**src/rtl/btr_pkg.sv**
```systemverilog
// ----------------------------------------------------------------------------
// btr_pkg: shared types and constants of the block transpose reorder unit
// Holds the state encoding, the command and status bundles between the
// controller and the datapath, and the register map of the config port.
// ----------------------------------------------------------------------------
package btr_pkg;

    // Config port geometry.
    localparam int CFG_INDEX_W = 2;
    localparam int CFG_DATA_W  = 4;

    // Register indexes.
    localparam logic [CFG_INDEX_W-1:0] CFG_ROWS    = 2'd0;
    localparam logic [CFG_INDEX_W-1:0] CFG_COLUMNS = 2'd1;

    // Reset values of the dimension registers.
    localparam logic [CFG_DATA_W-1:0] ROWS_RESET    = 4'd2;
    localparam logic [CFG_DATA_W-1:0] COLUMNS_RESET = 4'd2;

    // Stream field widths.
    localparam int ITEM_PORT_W = 16;

    // Controller states, one-hot.
    typedef enum logic [1:0] {
        ST_FILL  = 2'b01,
        ST_DRAIN = 2'b10
    } ctrl_state_t;

    // Commands from the controller to the datapath.
    typedef struct packed {
        logic wr_en;          // store the accepted beat
        logic load_transpose; // block completed, set up a column-major drain
        logic load_tail;      // end mark on a partial block, set up a tail drain
        logic rd_step;        // read one entry into the output register
    } ctrl_cmd_t;

    // Status from the datapath to the controller.
    typedef struct packed {
        logic fill_full;      // the next stored beat completes the block
        logic out_free;       // the output register can take a new entry
        logic drain_last;     // the current drain entry is the final one
    } ctrl_status_t;

endpackage

```
**src/rtl/block_transpose_reorder_unit.sv**
```systemverilog
// ----------------------------------------------------------------------------
// block_transpose_reorder_unit: block corner turn of a tag stream
// Order: the beat that completes a block or carries the end mark sets the drain
// state; each drain read step then loads one entry into the output register.
// Throughput: one input beat per cycle while filling; a drain of N entries
// holds input and steps only while the output register can take an entry.
// Reset: synchronous, active low; block empty, both dimensions 2, store not cleared.
// ----------------------------------------------------------------------------
module block_transpose_reorder_unit #(
    parameter int MAX_ROWS    = 8,
    parameter int MAX_COLUMNS = 8,
    parameter int ITEM_WIDTH  = 16
) (
    input  logic                                 aclk,
    input  logic                                 aresetn,
    // Config write port.
    input  logic                                 cfg_we,
    input  logic [btr_pkg::CFG_INDEX_W-1:0]      cfg_index,
    input  logic [btr_pkg::CFG_DATA_W-1:0]       cfg_wdata,
    // Input stream.
    input  logic                                 s_tvalid,
    output logic                                 s_tready,
    input  logic [btr_pkg::ITEM_PORT_W-1:0]      s_tdata,  // [15:0] item
    input  logic                                 s_tlast,  // end_of_input
    // Result stream.
    output logic                                 m_tvalid,
    input  logic                                 m_tready,
    output logic [btr_pkg::ITEM_PORT_W-1:0]      m_tdata,  // [15:0] item_out
    output logic                                 m_tlast,  // last_of_run
    output logic [0:0]                           m_tuser   // [0] partial_tail
);

    // The controller only decides when to take a beat and when to step a
    // drain; the datapath owns the store, the counters and the output
    // register, so a finished result can wait while the next block fills.
    btr_pkg::ctrl_cmd_t    cmd;
    btr_pkg::ctrl_status_t status;
    logic                  tail_flag;

    btr_ctrl u_ctrl (
        .aclk     (aclk),
        .aresetn  (aresetn),
        .s_tvalid (s_tvalid),
        .s_tlast  (s_tlast),
        .s_tready (s_tready),
        .status   (status),
        .cmd      (cmd)
    );

    btr_datapath #(
        .MAX_ROWS    (MAX_ROWS),
        .MAX_COLUMNS (MAX_COLUMNS),
        .ITEM_WIDTH  (ITEM_WIDTH)
    ) u_datapath (
        .aclk      (aclk),
        .aresetn   (aresetn),
        .cfg_we    (cfg_we),
        .cfg_index (cfg_index),
        .cfg_wdata (cfg_wdata),
        .item_in   (s_tdata),
        .cmd       (cmd),
        .status    (status),
        .out_ready (m_tready),
        .out_valid (m_tvalid),
        .item_out  (m_tdata),
        .out_last  (m_tlast),
        .out_tail  (tail_flag)
    );

    assign m_tuser = tail_flag;

`ifndef SYNTHESIS
    // A beat with the end mark always starts a drain, so input stops.
    a_end_stops_input: assert property (@(posedge aclk) disable iff (!aresetn)
        s_tvalid && s_tready && s_tlast |=> !s_tready)
        else $error("input still taken after an end-marked beat");

    // Every drain step presents a result beat in the following cycle.
    a_step_shows_beat: assert property (@(posedge aclk) disable iff (!aresetn)
        cmd.rd_step |=> m_tvalid)
        else $error("drain step produced no result beat");

    // The final drain step of a block returns the unit to filling.
    a_last_step_refills: assert property (@(posedge aclk) disable iff (!aresetn)
        cmd.rd_step && status.drain_last |=> s_tready && m_tlast)
        else $error("drain did not end on the final entry");
`endif

endmodule

```
**src/rtl/btr_ctrl.sv**
```systemverilog
// ----------------------------------------------------------------------------
// btr_ctrl: sequencing of fill and drain phases
// Accepts beats while filling and steps the datapath through a drain once a
// block completes or an end mark arrives.
// ----------------------------------------------------------------------------
module btr_ctrl (
    input  logic                  aclk,
    input  logic                  aresetn,
    input  logic                  s_tvalid,
    input  logic                  s_tlast,
    output logic                  s_tready,
    input  btr_pkg::ctrl_status_t status,
    output btr_pkg::ctrl_cmd_t    cmd
);

    btr_pkg::ctrl_state_t state_reg;
    btr_pkg::ctrl_state_t state_next;
    logic                 accept;

    assign s_tready = (state_reg == btr_pkg::ST_FILL);
    assign accept   = s_tready && s_tvalid;

    always_comb begin
        cmd.wr_en          = accept;
        cmd.load_transpose = accept && status.fill_full;
        cmd.load_tail      = accept && !status.fill_full && s_tlast;
        cmd.rd_step        = (state_reg == btr_pkg::ST_DRAIN) && status.out_free;
    end

    always_comb begin
        state_next = state_reg;
        case (state_reg)
            btr_pkg::ST_FILL: begin
                if (cmd.load_transpose || cmd.load_tail) begin
                    state_next = btr_pkg::ST_DRAIN;
                end
            end
            btr_pkg::ST_DRAIN: begin
                if (cmd.rd_step && status.drain_last) begin
                    state_next = btr_pkg::ST_FILL;
                end
            end
            default: begin
                state_next = btr_pkg::ST_FILL;
            end
        endcase
    end

    always_ff @(posedge aclk) begin
        if (!aresetn) begin
            state_reg <= btr_pkg::ST_FILL;
        end else begin
            state_reg <= state_next;
        end
    end

endmodule

```
**src/rtl/btr_datapath.sv**
```systemverilog
// ----------------------------------------------------------------------------
// btr_datapath: block store, address generation and output register
// Writes beats row-major into the store and reads them back column-major or
// in arrival order into the output register.
// ----------------------------------------------------------------------------
module btr_datapath #(
    parameter int MAX_ROWS    = 8,
    parameter int MAX_COLUMNS = 8,
    parameter int ITEM_WIDTH  = 16
) (
    input  logic                                 aclk,
    input  logic                                 aresetn,
    input  logic                                 cfg_we,
    input  logic [btr_pkg::CFG_INDEX_W-1:0]      cfg_index,
    input  logic [btr_pkg::CFG_DATA_W-1:0]       cfg_wdata,
    input  logic [btr_pkg::ITEM_PORT_W-1:0]      item_in,
    input  btr_pkg::ctrl_cmd_t                   cmd,
    output btr_pkg::ctrl_status_t                status,
    input  logic                                 out_ready,
    output logic                                 out_valid,
    output logic [btr_pkg::ITEM_PORT_W-1:0]      item_out,
    output logic                                 out_last,
    output logic                                 out_tail
);

    localparam int DEPTH  = MAX_ROWS * MAX_COLUMNS;
    localparam int ADDR_W = (DEPTH > 1) ? $clog2(DEPTH) : 1;
    localparam int CNT_W  = $clog2(DEPTH + 1);
    localparam int RN_W   = $clog2(MAX_ROWS + 1);
    localparam int CN_W   = $clog2(MAX_COLUMNS + 1);
    localparam int RI_W   = (MAX_ROWS > 1) ? $clog2(MAX_ROWS) : 1;
    localparam int CI_W   = (MAX_COLUMNS > 1) ? $clog2(MAX_COLUMNS) : 1;

    logic [btr_pkg::CFG_DATA_W-1:0] rows_reg;
    logic [btr_pkg::CFG_DATA_W-1:0] columns_reg;
    logic [RN_W-1:0]                r_n;
    logic [CN_W-1:0]                c_n;
    logic [CNT_W-1:0]               size;
    logic                           dim_write;

    logic [CNT_W-1:0]               fill_count_reg;
    logic [CNT_W-1:0]               fill_plus_one;

    logic [ITEM_WIDTH-1:0]          mem [DEPTH];
    logic [ITEM_WIDTH-1:0]          item_store;
    logic [ITEM_WIDTH-1:0]          out_data_reg;

    logic                           tail_mode_reg;
    logic [CNT_W-1:0]               n_reg;
    logic [CNT_W-1:0]               total_reg;
    logic [ADDR_W-1:0]              addr_reg;
    logic [RI_W-1:0]                r_reg;
    logic [CI_W-1:0]                c_reg;
    logic                           out_valid_reg;
    logic                           out_last_reg;
    logic                           out_tail_reg;

    // Dimension registers; a write to either of them drops the partial block.
    always_ff @(posedge aclk) begin
        if (!aresetn) begin
            rows_reg    <= btr_pkg::ROWS_RESET;
            columns_reg <= btr_pkg::COLUMNS_RESET;
        end else if (cfg_we) begin
            if (cfg_index == btr_pkg::CFG_ROWS) begin
                rows_reg <= cfg_wdata;
            end
            if (cfg_index == btr_pkg::CFG_COLUMNS) begin
                columns_reg <= cfg_wdata;
            end
        end
    end

    // Only a write to a real dimension register clears the block.
    assign dim_write = cfg_we && ((cfg_index == btr_pkg::CFG_ROWS) ||
                                  (cfg_index == btr_pkg::CFG_COLUMNS));

    // A zero dimension acts as one, an oversized one as the maximum.
    always_comb begin
        if (rows_reg == '0) begin
            r_n = RN_W'(1);
        end else if (rows_reg > btr_pkg::CFG_DATA_W'(MAX_ROWS)) begin
            r_n = RN_W'(MAX_ROWS);
        end else begin
            r_n = RN_W'(rows_reg);
        end
        if (columns_reg == '0) begin
            c_n = CN_W'(1);
        end else if (columns_reg > btr_pkg::CFG_DATA_W'(MAX_COLUMNS)) begin
            c_n = CN_W'(MAX_COLUMNS);
        end else begin
            c_n = CN_W'(columns_reg);
        end
    end

    assign size          = CNT_W'(r_n) * CNT_W'(c_n);
    assign fill_plus_one = fill_count_reg + CNT_W'(1);

    always_ff @(posedge aclk) begin
        if (!aresetn) begin
            fill_count_reg <= '0;
        end else if (dim_write) begin
            fill_count_reg <= '0;
        end else if (cmd.load_transpose || cmd.load_tail) begin
            fill_count_reg <= '0;
        end else if (cmd.wr_en) begin
            fill_count_reg <= fill_plus_one;
        end
    end

    // Fit the port-wide tag to the stored width and back.
    generate
        if (ITEM_WIDTH >= btr_pkg::ITEM_PORT_W) begin : g_wide
            assign item_store = ITEM_WIDTH'(item_in);
            assign item_out   = out_data_reg[btr_pkg::ITEM_PORT_W-1:0];
        end else begin : g_narrow
            assign item_store = item_in[ITEM_WIDTH-1:0];
            assign item_out   = {{(btr_pkg::ITEM_PORT_W - ITEM_WIDTH){1'b0}}, out_data_reg};
        end
    endgenerate

    // Block store; the read port feeds the output register directly.
    always_ff @(posedge aclk) begin
        if (cmd.wr_en) begin
            mem[fill_count_reg[ADDR_W-1:0]] <= item_store;
        end
        if (cmd.rd_step) begin
            out_data_reg <= mem[addr_reg];
        end
    end

    // Drain address generation.
    always_ff @(posedge aclk) begin
        if (cmd.load_transpose) begin
            tail_mode_reg <= 1'b0;
            total_reg     <= size;
            n_reg         <= '0;
            addr_reg      <= '0;
            r_reg         <= '0;
            c_reg         <= '0;
        end else if (cmd.load_tail) begin
            tail_mode_reg <= 1'b1;
            total_reg     <= fill_plus_one;
            n_reg         <= '0;
            addr_reg      <= '0;
            r_reg         <= '0;
            c_reg         <= '0;
        end else if (cmd.rd_step) begin
            n_reg <= n_reg + CNT_W'(1);
            if (tail_mode_reg) begin
                addr_reg <= addr_reg + ADDR_W'(1);
            end else if (r_reg == RI_W'(r_n - RN_W'(1))) begin
                // Column done: restart at the top of the next column.
                r_reg    <= '0;
                c_reg    <= c_reg + CI_W'(1);
                addr_reg <= ADDR_W'(c_reg) + ADDR_W'(1);
            end else begin
                r_reg    <= r_reg + RI_W'(1);
                addr_reg <= addr_reg + ADDR_W'(c_n);
            end
        end
    end

    always_ff @(posedge aclk) begin
        if (!aresetn) begin
            out_valid_reg <= 1'b0;
        end else if (cmd.rd_step) begin
            out_valid_reg <= 1'b1;
        end else if (out_ready) begin
            out_valid_reg <= 1'b0;
        end
    end

    always_ff @(posedge aclk) begin
        if (cmd.rd_step) begin
            out_last_reg <= status.drain_last;
            out_tail_reg <= tail_mode_reg;
        end
    end

    always_comb begin
        status.fill_full  = (fill_plus_one == size);
        status.out_free   = !out_valid_reg || out_ready;
        status.drain_last = (n_reg == total_reg - CNT_W'(1));
    end

    assign out_valid = out_valid_reg;
    assign out_last  = out_last_reg;
    assign out_tail  = out_tail_reg;

endmodule

```
**config.mk**
```make
export PLATFORM = sky130hd
export DESIGN_NAME = block_transpose_reorder_unit
export DESIGN_NICKNAME = d
export VERILOG_FILES = /design/src/rtl/btr_pkg.sv /design/src/rtl/block_transpose_reorder_unit.sv /design/src/rtl/btr_ctrl.sv /design/src/rtl/btr_datapath.sv
export SDC_FILE = /design/constraint.sdc
export NUM_CORES = 1
export LEC_CHECK = 0
export ABC_AREA = 1
export BUFFER_PORTS_ARGS = -buffer_cell sky130_fd_sc_hd__clkbuf_2
export CORE_UTILIZATION = 60
export DETAILED_ROUTE_END_ITERATION = 12
export PLACE_DENSITY_LB_ADDON = 0.25
export RECOVER_POWER = 25
export SLEW_MARGIN = 20
export SYNTH_ARGS = -nofsm -noshare
export SYNTH_HDL_FRONTEND = slang
export SYNTH_SLANG_ARGS = --single-unit
```
**constraint.sdc**
```tcl
create_clock -name aclk -period 4.1 [get_ports aclk]
set_clock_uncertainty 0.1 [all_clocks]
set_input_delay 1.23 -clock aclk [delete_from_list [all_inputs] [get_ports aclk]]
set_output_delay 1.23 -clock aclk [all_outputs]
set_load 0.01 [all_outputs]
```
Word level (Yosys, flattened, before mapping)
Memory sizes are Yosys's and may differ from the RTL's. A register that Yosys moved wholly into a read port is not among the register bits.
Cells that the tools add are included.
{"block": "word_totals", "ff_bits": 47, "latch_bits": 0, "ramBits": 1024, "mem_bits_ro": 0, "input_bits": 28, "out_inout_bits": 20, "word_cells": 76, "memories": 1}
{"block": "op_classes", "add_sub_neg": 9, "multipliers": 1, "n_div": 0, "order_cmp": 2, "eq_ne": 8, "shifts": 0, "n_mux": 16, "bitwise_logic": 2, "n_reduce_logical": 24}
{"name": "u_datapath.mem", "depth": 64, "word_bits": 16, "read_ports": 1, "rd_ports_with_merged_regs": 1, "write_ports": 1, "line_no": "btr_datapath.sv:44", "rtl": "logic [ITEM_WIDTH-1:0] mem [DEPTH];"}
{"operator": "$mux W4", "n": 4}
{"operator": "$add A7 B1 Y7 const B", "n": 2}
{"operator": "$eq A7 B7 Y1", "n": 2}
{"operator": "$mux W7", "n": 2}
{"operator": "$mux W6", "n": 2}
{"operator": "$gt A4 B4 Y1 const B", "n": 2}
{"operator": "$logic_not A4 Y1", "n": 2}
{"operator": "$reduce_and A2 Y1", "n": 4}
{"operator": "$logic_and A1 B1 Y1", "n": 7}
{"operator": "$mul A4 B4 Y7", "n": 1}
{"operator": "$sub A7 B1 Y7 const B", "n": 1}
{"operator": "$add A3 B1 Y3 const B", "n": 2}
{"operator": "$add A6 B1 Y6 const B", "n": 1}
{"operator": "$add A6 B4 Y6", "n": 1}
{"operator": "$add A3 B1 Y4 const B", "n": 1}
{"operator": "$eq A2 B1 Y1 const B", "n": 2}
{"operator": "$mux W1", "n": 4}
{"operator": "$mux W2", "n": 2}
{"operator": "$ne A2 B2 Y1 const B", "n": 2}
{"operator": "$pmux W2 S2", "n": 1}
{"operator": "$reduce_bool A2 Y1", "n": 2}
{"operator": "$eq A3 B3 Y1", "n": 1}
{"operator": "$logic_or A1 B1 Y1", "n": 3}
{"operator": "$mux W3", "n": 1}
{"operator": "other kinds (8)", "n": 10}

Longest topological paths before layout
Gate-level depths: netlist of the first run.
{"block": "depth", "depth_word": 11, "ltp_mapped": 24, "ltp_nobuf": 24}

Cells and area by module
Synthesis of the first run repeated with hierarchy kept, for this count alone.
{"block": "hier_totals", "hier_cells": 3836, "area_unflattened_um2": 44622.8}
{"module": "btr_datapath", "instances": 1, "cells_each": 3809, "area_each_um2": 44465.1, "seq_area_each_um2": 32220.9}
{"module": "btr_ctrl", "instances": 1, "cells_each": 27, "area_each_um2": 157.7, "seq_area_each_um2": 40.0}

Worst setup path before layout of the first run
No wires, ideal clock.
{"block": "synth_timing", "path_type": "input -> register", "startpoint": "input port s_tvalid", "endpoint": "memory u_datapath.mem[56][0], enable pin", "setup_time_ns": 0.430, "arrival_time_ns": 3.268, "setup_slack_ns": 0.302, "stages": 4, "path_buffers": 0, "cell_sequence": "nand2_1 -> inv_1 -> nand2_1 -> nor4_1"}
{"block": "synth_between", "elab_chain_cells": 3}
{"item": "from (decl)", "line_no": "block_transpose_reorder_unit.sv:21", "rtl": "input logic s_tvalid,"}
{"item": "$logic_and A1 B1 Y1", "line_no": "btr_ctrl.sv:21", "rtl": "assign accept = s_tready && s_tvalid;"}
{"item": "$mux W1", "line_no": "btr_datapath.sv:123", "rtl": "if (cmd.wr_en) begin"}
{"item": "$mux W1 (implied by the code)", "line_no": "btr_datapath.sv:124", "rtl": "mem[fill_count_reg[ADDR_W-1:0]] <= item_store;"}
{"item": "to (decl)", "line_no": "btr_datapath.sv:44"}
Every way passes these cells.

Worst setup path in the final report of the first run
{"block": "layout_timing", "startpoint": "register u_datapath.columns_reg[3] (netlist name)", "endpoint": "register u_datapath.addr_reg[4]"}
{"block": "layout_between", "elab_chain_cells": 9, "elab_cells_between_ends": 14}
{"item": "from (decl)", "line_no": "btr_datapath.sv:35", "rtl": "logic [btr_pkg::CFG_DATA_W-1:0] columns_reg;"}
{"item": "from (signal assigned)", "line_no": "btr_datapath.sv:62", "rtl": "columns_reg <= btr_pkg::COLUMNS_RESET;"}
{"item": "from (signal assigned)", "line_no": "btr_datapath.sv:68", "rtl": "columns_reg <= cfg_wdata;"}
{"item": "$gt A4 B4 Y1", "line_no": "btr_datapath.sv:88", "rtl": "end else if (columns_reg > btr_pkg::CFG_DATA_W'(MAX_COLUMNS)) begin"}
{"item": "$mux W4", "line_no": "btr_datapath.sv:88"}
{"item": "$mux W4 (*)", "line_no": "btr_datapath.sv:86", "rtl": "if (columns_reg == '0) begin"}
{"item": "$mul A4 B4 Y7", "line_no": "btr_datapath.sv:95", "rtl": "assign size = CNT_W'(r_n) * CNT_W'(c_n);"}
{"item": "$eq A7 B7 Y1", "line_no": "btr_datapath.sv:181", "rtl": "status.fill_full = (fill_plus_one == size);"}
{"item": "$logic_not A1 Y1", "line_no": "btr_ctrl.sv:26", "rtl": "cmd.load_tail = accept && !status.fill_full && s_tlast;"}
{"item": "$logic_and A1 B1 Y1 (2 in a row)", "line_no": "btr_ctrl.sv:26"}
{"item": "$reduce_or A2 Y1 (no line)"}
{"item": "to (signal assigned)", "line_no": "btr_datapath.sv:150", "rtl": "addr_reg <= addr_reg + ADDR_W'(1);"}
{"item": "to (signal assigned)", "line_no": "btr_datapath.sv:155", "rtl": "addr_reg <= ADDR_W'(c_reg) + ADDR_W'(1);"}
{"item": "to (signal assigned)", "line_no": "btr_datapath.sv:158", "rtl": "addr_reg <= addr_reg + ADDR_W'(c_n);"}
{"item": "to (decl)", "line_no": "btr_datapath.sv:51", "rtl": "logic [ADDR_W-1:0] addr_reg;"}
Mark *: on every way between the ends. The rest lies on a longest branch, timed or not.
A chain may end at the register's enable or synchronous reset.

==> impl.org, run 1 <==
** Layout
- Core utilization of the finished layout :: 68.47%
- In the final layout, the multi-input gates occupy 10390 um^2.
- Relative to the synthesized area, the layout overhead comes to 12.25%.
- Share of layout cells above drive strength 1 :: 10.42%
- With fillers left out, the area of the finished cells amounts to 49200 um^2.
- Max reg flops :: 1024
- Non-Filler Instances :: 4625
- After filler insertion, the fill cell instance count of the layout stands at 4873.
- Layout net count :: 3641
- The sequential cells in the finished layout cover a total of 32270 um^2.
- Most frequent standard cell in the layout excluding fill and tap cells :: sky130_fd_sc_hd__edfxtp_1
- In the layout the commonest cells are 1049 x sky130_fd_sc_hd__edfxtp_1, 754 x sky130_fd_sc_hd__nor2_1, 553 x sky130_fd_sc_hd__o21ai_0.

** Timing
- Setup repair after global routing left no endpoint under its margin.
- The count of final max-slew check failures came to 510.
- Period minus WS final :: 3.784 ns
- Post-route clock period utilization :: 92.30%
- Timing would allow up to 264.2 MHz.
- In the final timing run, aggregate negative setup slack is 0 ns.
- Number of hold violations in the final report :: 0
- Slew Limit Headroom :: -49.78%
- Across all hold checks on the routed design, the worst slack comes to 0.3961 ns.
- For the pin with the worst max-slew slack, the measured transition is 2.247 ns.
- Number of failing setup endpoints in the final timing report :: 0

** Drt
- Number of vias per cell after detailed routing :: 6.352
- After detailed routing, the total wire length is 116700 um.
- The pre-antenna-repair detailed-routing pass consisted of 6 iterations.
- The routed layout has 29377 vias.
- DR iter-0 viols :: 4288
- In the routed design, unresolved DRC markers number 0.
- Detail-routed net length per standard cell :: 25.23 um
- Count of antenna-violating nets left after detailed routing :: 0

** Pwr
- Static Leak :: 16.45 nW
- Power spread over the standard cell area amounts to 485.0 nW/um^2.
- Internal power comes to 18.53 mW.
- Max rail drop VDD :: 0.0005808 V
- Combinational logic burns 6.5% of the power.
- Net switching is 22.34% of the power.
- Registers are responsible for 51.6% of the overall power.
- The analysis attributes to net switching a power of 5.331 mW.
- Share of total power in the clock network :: 41.9%

** Synth
- Number of warnings printed during yosys synthesis :: 0
- Each instance of the synthesized netlist takes up on average 12.50 um^2.
- Counting every instance in the synthesized netlist gives 3507.
- For this run, the register share of the synthesized area comes to 73.60%.
- In this run, synthesis produced a sequential element count of 1087.
- Count of unique library cells instantiated by Yosys :: 40
- Syn nets :: 3561
- Cell area after synthesis :: 43830 um^2

** CTS
- Counting every sink on the clock net gives 1087.
- The H-tree generated during clock tree synthesis spans 3 levels.
- Insertion delay to the later sink of the worst-skew pair :: 0.68 ns
- Buffers from clock root to sink, at most :: 3
- Buffers inserted during clock tree synthesis total 104.
- TritonCTS built the clock tree.
- In this run, post-CTS hold repair placed 0 buffers.
- Cell chosen for the clock root :: sky130_fd_sc_hd__clkbuf_16
- Clock-pin slew was measured on the worst setup and hold paths at 0.06 ns.

** Critical path
- Critical path launch point type :: flop
- Along the worst path, the maximum fanout reaches 12.
- Arr. time, crit path :: 4.28 ns
- The critical path is of the flop to flop type.
- Endpoint class of the critical path :: flop
- For the worst setup path, the data required time is 4.59 ns.

** Die
- The core region is 71850 um^2.
- I/O pin total :: 48
- The die covers 74140 um^2.
- Vert. Die Dim :: 272.3 um
- Site Rows :: 98
- Horizontal die dimension :: 272.3 um
- Initial cell density of the core :: 61.00%

** Global route
- Global-route wire length before repair :: 171800 um
- Initial antenna violation count :: 1
- Largest net degree at the start of global routing :: 221
- Sum of overflow across all layers after global routing :: 0
- In the global route stage, met2 resource usage came out at 50.41%.
- All-layer global routing usage :: 31.37%
- Global routing consumed, on the met3 layer, 3.861% of the routing resources.
- For this run, global-route usage on met1 was measured as 41.76%.
- Busiest metal layer after global routing :: met2
- The number of global-route vias before repair was 28061.

** Job
- Across the run, the number of max-cap violations was 13.

** Placement
- The HPWL after detailed placement is 67280 um.
- The congestion estimate from routability-driven global placement came to 0.9244.
- Number of placed cells counting well taps :: 4430
- Post-detailed-placement cell area :: 45660 um^2
- Input and output buffers added on the ports amount to 47.

** Worst hold path
- The worst hold path belongs to the class flop to flop.

** Run status
- Violated checks :: capacitance limit, slew limit
- The flow ran to the end, but the final reports show violations.
power groups by stage:
stage	clock (mW)	sequential (mW)	combinational, mW
6_report	9.99	12.3	1.56
5_1_grt	10.4	12.3	1.66
3_5_place_dp	0	12.5	1.52
3_3_place_gp	0	12.5	1.48
2_1_floorplan	0	12.5	0.845
4_1_cts	10.0	12.3	1.54
path summary, 6_finish.rpt:
path | startpoint | end | slack (ns) | cells past startpoint
setup / recovery | u_datapath.columns_reg[3] | u_datapath.addr_reg[4] | 0.32 | 17
hold / removal | u_datapath.c_reg[1] | u_datapath.c_reg[1] | 0.40 | 2
setup reg to reg | u_datapath.columns_reg[3] | u_datapath.addr_reg[4] | 0.32 | 17
hold reg to reg | u_datapath.c_reg[1] | u_datapath.c_reg[1] | 0.40 | 2
final cells by class:
class	count	area share (%)
clock inverter	76	1.798
multi-input combinational	2123	21.11
sequential	1087	65.59
antenna	1	0.005086
clock buffer	117	5.432
timing repair buffer	197	3.054
tap	950	2.416
inverter	74	0.5900
critical path, stage by stage, from the launching register on:
cell and delay (ns):
sky130_fd_sc_hd__dfxtp_1 0.37, sky130_fd_sc_hd__inv_2 0.12, sky130_fd_sc_hd__nand2_1 0.11, sky130_fd_sc_hd__inv_1 0.13
sky130_fd_sc_hd__nand3_1 0.12, sky130_fd_sc_hd__fa_1 0.52, sky130_fd_sc_hd__fa_1 0.50, sky130_fd_sc_hd__inv_1 0.06
sky130_fd_sc_hd__fa_1 0.40, sky130_fd_sc_hd__xnor2_1 0.24, sky130_fd_sc_hd__nand3_1 0.11, sky130_fd_sc_hd__nand2_1 0.08
sky130_fd_sc_hd__nand3_1 0.11, sky130_fd_sc_hd__nor2_4 0.16, sky130_fd_sc_hd__nand2_1 0.10, sky130_fd_sc_hd__nand2_4 0.17
sky130_fd_sc_hd__nand2_4 0.16, sky130_fd_sc_hd__a21oi_1 0.15
cells by family (layout without fill, tap and decap cells):
group	Yosys count	after routing	synth area share, %
fa+ha+maj	26	26	0.8278
xor+xnor	23	23	0.4596
other cells	0	1	0
buf+inv	298	464	2.869
simple gates	1226	1227	11.43
flops	1087	1087	73.60
compound gates	847	847	10.81
per-layer routing:
metal / wire length, um / vias up
met4: 6834 / 2
met5: 11 / -
met3: 10840 / 308
li1: - / 12989
met2: 55960 / 1823
met1: 43030 / 14255
metrics by stage:
stage / total power, mW / setup slack [ns]
5_1_grt: 24.42 / 0.01504
6_report: 23.86 / 0.3156
3_3_place_gp: 14.02 / 0.2031
3_5_place_dp: 14.07 / 0.1475
4_1_cts: 23.89 / 0.1267
2_1_floorplan: 13.36 / 0.3021
cells in the mapped netlist, drive strengths merged:
cell / number / area, um^2
nand2: 262 / 1001
edfxtp: 1049 / 31500
o21ai: 555 / 2778
and3: 1 / 6.260
xor2: 11 / 96.34
nor2: 768 / 2930
a31oi: 1 / 6.260
o22ai: 128 / 800.8
nand3b: 3 / 22.52
clkinv: 3 / 11.26
xnor2: 12 / 105.1
a21oi: 33 / 165.2
ha: 21 / 262.8
nand3: 126 / 640.6
inv: 71 / 274.0
clkbuf: 136 / 510.5
nor4: 4 / 25.02
nor3: 4 / 20.02
or2: 2 / 12.51
fa: 5 / 100.1
o221ai: 11 / 96.34
o211ai: 117 / 878.3
a22oi: 1 / 7.510
o31ai: 1 / 7.510
nand4: 56 / 350.3
buf: 88 / 461.7
dfxtp: 38 / 760.7
repair_timing:
action | 4_1_cts | 5_1_grt
resized for setup | 0 | 6
buffers inserted | 0 | 0
setup endpoints to repair | 0 | 32
No activity file was read; power rests on OpenSTA's default activity.
==> inputs of run 2 (changes only) <==
--- a/config.mk
+++ b/config.mk
@@ -5,7 +5,6 @@
 export SDC_FILE = /design/constraint.sdc
 export NUM_CORES = 1
 export LEC_CHECK = 0
-export ABC_AREA = 1
 export BUFFER_PORTS_ARGS = -buffer_cell sky130_fd_sc_hd__clkbuf_2
 export CORE_UTILIZATION = 60
 export DETAILED_ROUTE_END_ITERATION = 12
==> constraint.sdc (replaced) <==
create_clock -name aclk -period 4.1 [get_ports aclk]
set_clock_uncertainty 0.1 [all_clocks]
set_input_delay 0.205 -clock aclk [delete_from_list [all_inputs] [get_ports aclk]]
set_output_delay 0.205 -clock aclk [all_outputs]
set_load 0.01 [all_outputs]
==> run 2 against run 1 <==
Net effect:
- utilization rose by 0.51 points
- first-iteration DRC count fell by 37%
- maximum frequency fell by 4.9%
- setup slack got worse by 0.19 ns
- global-route usage fell by 2.9 points
- sequential share of layout area rose by 0.99 points
- combinational power fell by 9.6%
- largest power group unchanged
- the flow still finishes with violations (capacitance limit, slew limit)
- synthesized cell count fell by 45%
- sequential cell count did not move
- critical path depth fell by 5
- die area fell by 2.6%
- register-to-register slack got worse by 0.19 ns
==> impl.org, run 2 <==
** Layout
- Most frequent standard cell in the layout excluding fill and tap cells :: sky130_fd_sc_hd__edfxtp_1
- Fill cells in the final layout number 4062.
- Max reg flops :: 1024
- Non-Filler Instances :: 3155
- Core utilization of the finished layout :: 68.99%
- Most frequent cells in the layout :: 1049 x sky130_fd_sc_hd__edfxtp_1, 320 x sky130_fd_sc_hd__mux4_2, 107 x sky130_fd_sc_hd__clkbuf_16
- Summing all multi-input logic gate instances after layout gives 9988 um^2.
- Share of layout cells above drive strength 1 :: 31.62%
- Area overhead of the layout relative to synthesis :: 13.56%
- Layout net count :: 2182
- Register area :: 32280 um^2

** Worst hold path
- The worst hold path begins at cfg_index[1].
- Worst min path class :: input port to flop
- Number of cells traversed by the worst hold path :: 4
- Endpoint, Worst Hold :: u_datapath.fill_count_reg[2]

** Timing
- Final setup slack of the worst path :: 0.1221 ns
- The count of final max-slew check failures came to 585.
- For the pin with the worst max-slew slack, the measured transition is 3.012 ns.
- The final-report hold violation count came to 0.
- Slew Limit Headroom :: -100.8%
- Post-route clock period utilization :: 97.02%
- Setup violations remaining at the end of the flow were counted as 0.
- Max Fclk :: 251.4 MHz
- The routed design could run at a clock period as short as 3.978 ns.
- Unrepaired setup endpoints after global routing :: true
- Hold is met by 0.1151 ns.

** Synth
- In the synthesized netlist the dominant register cell turns out to be sky130_fd_sc_hd__edfxtp_1.
- After synthesis, the mean cell area works out to 22.04 um^2.
- Share of Yosys cell area claimed by the top area cell type :: 73.79%
- Of the synthesized area, sequential elements account for 75.57%.
- Summing every instance area after synthesis gives 42690 um^2.
- The Yosys step of the flow raised 0 warnings.
- After technology mapping, the gate count stands at 1937.
- Summed over all instances, the cell type with the most area after synthesis is sky130_fd_sc_hd__edfxtp_1.
- In the synthesized netlist the async set-or-reset flop fraction comes to 0%.
- Synthesis produced a netlist with a net count of 1991.
- Synth area leaders :: sky130_fd_sc_hd__edfxtp_1 74%, sky130_fd_sc_hd__mux4_2 17%, sky130_fd_sc_hd__dfxtp_1 1.8%
- The most common cell in the synthesized netlist is sky130_fd_sc_hd__edfxtp_1.
- In the synthesized netlist, the cells that appear most often are 1049 x sky130_fd_sc_hd__edfxtp_1, 320 x sky130_fd_sc_hd__mux4_2, 94 x sky130_fd_sc_hd__nor2_1.
- The netlist uses 53 different library cells.
- Synthesis inferred 1087 register bits.
- Number of enable-type register cells in the synthesized netlist :: 1049

** Pwr
- Static Leak :: 15.25 nW
- Ratio of total power to cell area :: 484.3 nW/um^2
- Across the VDD grid, the largest voltage drop is 0.0003123 V.

** CTS
- TritonCTS clock tree :: built
- Number of buffers added by the clock tree synthesis step :: 103
- CTS clk-pin slew, worst paths :: 0.06 ns
- Cell chosen for the clock root :: sky130_fd_sc_hd__clkbuf_16
- For the worst-skew pair, the clock arrives at the later sink with an insertion delay of 0.66 ns.
- Number of clock sinks :: 1087
- Buffers from clock root to sink, at most :: 3
- Clock H-tree levels :: 3

** Critical path
- For the worst setup path, the data required time is 4.50 ns.
- STA classifies the critical path startpoint as a flop.
- Endpoint class of the critical path :: flop
- For the worst setup path, the data arrival time is 4.38 ns.
- The startpoint identified for the worst register-to-register timing path is u_datapath.rows_reg[1].
- In this run the worst path has a maximum fanout of 5.
- The worst register-to-register path has a depth of 12.
- Category of the most critical setup path :: flop to flop
- For flop-to-flop paths, the worst setup slack is 0.12 ns.
- R2R Path End :: u_datapath.fill_count_reg[0]

** Drt
- Count of antenna-violating nets left after detailed routing :: 0
- DR iter-0 viols :: 2707
- DRT Pass-1 Iters :: 5
- The routed design has 99850 um of wire.
- Across all layers, the routed design uses 21152 vias.
- After detailed routing, the number of remaining DRC violations is 0.
- Number of vias per cell after detailed routing :: 6.704
- In the final routed layout, each cell accounts on average for 31.65 um.

** Global route
- Global routing finished with a remaining overflow of 0.
- Initial antenna violation count :: 3
- All-layer global routing usage :: 28.46%
- The number of global-route vias before repair was 21528.
- Global-route wire length before repair :: 143800 um
- Largest net degree at the start of global routing :: 88

** Placement
- Routability-driven placement finished with a final weighted congestion of 0.8514.
- Detail Placement HPWL :: 52830 um
- Number of placed cells counting well taps :: 2941
- Timing analysis after detailed placement gives a worst setup slack of -0.03751 ns.
- Port Buffers :: 47

** Die
- In this run the count of I/O pins placed on the die edge is 48.
- Standard cell core area :: 70270 um^2
- Full die area :: 72220 um^2
- Initial cell density of the core :: 60.75%
- The die is 268.7 um wide.
- Site Rows :: 97
- From bottom edge to top edge, the die measures 268.7 um.

** Run status
- Run status :: finished with violations
- Violated checks :: capacitance limit, slew limit

** Job
- The tool flagged a number of max-cap violations equal to 9.
run 2: logic make-up (layout without fill, tap and decap cells):
logic type,after synthesis,after routing,share of synthesized area [%]
flops,1087,1087,75.57
mux,338,338,17.32
simple gates,242,242,2.688
buf+inv,119,396,1.348
compound gates,85,85,1.398
xor+xnor,40,40,0.8207
fa+ha+maj,26,26,0.8500
other cells,0,1,0
run 2: critical path, cell delays in order, from the launching register on:
cell and delay, ns:
sky130_fd_sc_hd__dfxtp_1 0.34, sky130_fd_sc_hd__o21ba_4 0.25, sky130_fd_sc_hd__or3_1 0.32, sky130_fd_sc_hd__fa_1 0.46, sky130_fd_sc_hd__fa_1 0.50, sky130_fd_sc_hd__inv_1 0.06
sky130_fd_sc_hd__fa_2 0.35, sky130_fd_sc_hd__xnor2_1 0.19, sky130_fd_sc_hd__xnor2_1 0.10, sky130_fd_sc_hd__or4_4 0.59, sky130_fd_sc_hd__buf_4 0.17, sky130_fd_sc_hd__o311ai_4 0.29
sky130_fd_sc_hd__o21ai_0 0.13
run 2: worst max-delay path by stage:
| stage | startpoint | endpoint | slack, ns | depth (start not counted) |
|---|---|---|---|---|
| after global placement | u_datapath.rows_reg[1] | u_datapath.total_reg[0] | 0.03 | 11 |
| final | u_datapath.rows_reg[1] | u_datapath.fill_count_reg[0] | 0.12 | 12 |
| after floorplan | u_datapath.rows_reg[3] | u_datapath.total_reg[0] | 0.12 | 12 |
| after global routing | u_datapath.rows_reg[1] | u_datapath.fill_count_reg[0] | -0.02 | 12 |
| after CTS | u_datapath.rows_reg[1] | u_datapath.r_reg[2] | 0.002 | 12 |
| after detailed placement | u_datapath.rows_reg[1] | u_datapath.total_reg[4] | -0.04 | 11 |
run 2: cell type report:
cell class / instances / share of cell area [%]
Clock buffer: 131 / 5.771
Multi-Input combinational cell: 731 / 20.60
Tap cell: 940 / 2.426
Antenna cell: 1 / 0.005162
Clock inverter: 60 / 1.407
Sequential cell: 1087 / 66.58
Inverter: 18 / 0.1394
Timing Repair Buffer: 187 / 3.069
run 2: metrics by stage:
step	area [um^2]	total power, mW	TNS [ns]
final	48480	23.48	0
after global routing	48480	24.07	-0.02285
after CTS	48420	23.58	0
after detailed placement	44750	13.93	-0.2619
after global placement	44750	13.89	0
after floorplan	42690	13.29	0
run 2: routing by layer:
layer  share of wire [%]  track usage (%)  vias up
met5                   0                0        -
met4                 3.3            10.40        0
met3                 9.2            3.918      187
met2                  51            46.73     1304
met1                  37            39.72    11179
li1                    -                -     8482
run 2: power by group:
group / internal (mW) / total (mW) / switching, mW
registers: 12.2 / 12.3 / 0.0869
clock network: 5.71 / 9.74 / 4.03
logic: 0.572 / 1.41 / 0.837
run 2: repair_timing:
action | CTS | global route
setup buffers | 0 | 2
pin swaps | 1 | 5
hold endpoints to repair | 18 | 0
hold buffers | 18 | 0
gates resized for setup | 2 | 12
setup endpoints to repair | 7 | 29
cloned | 0 | 2
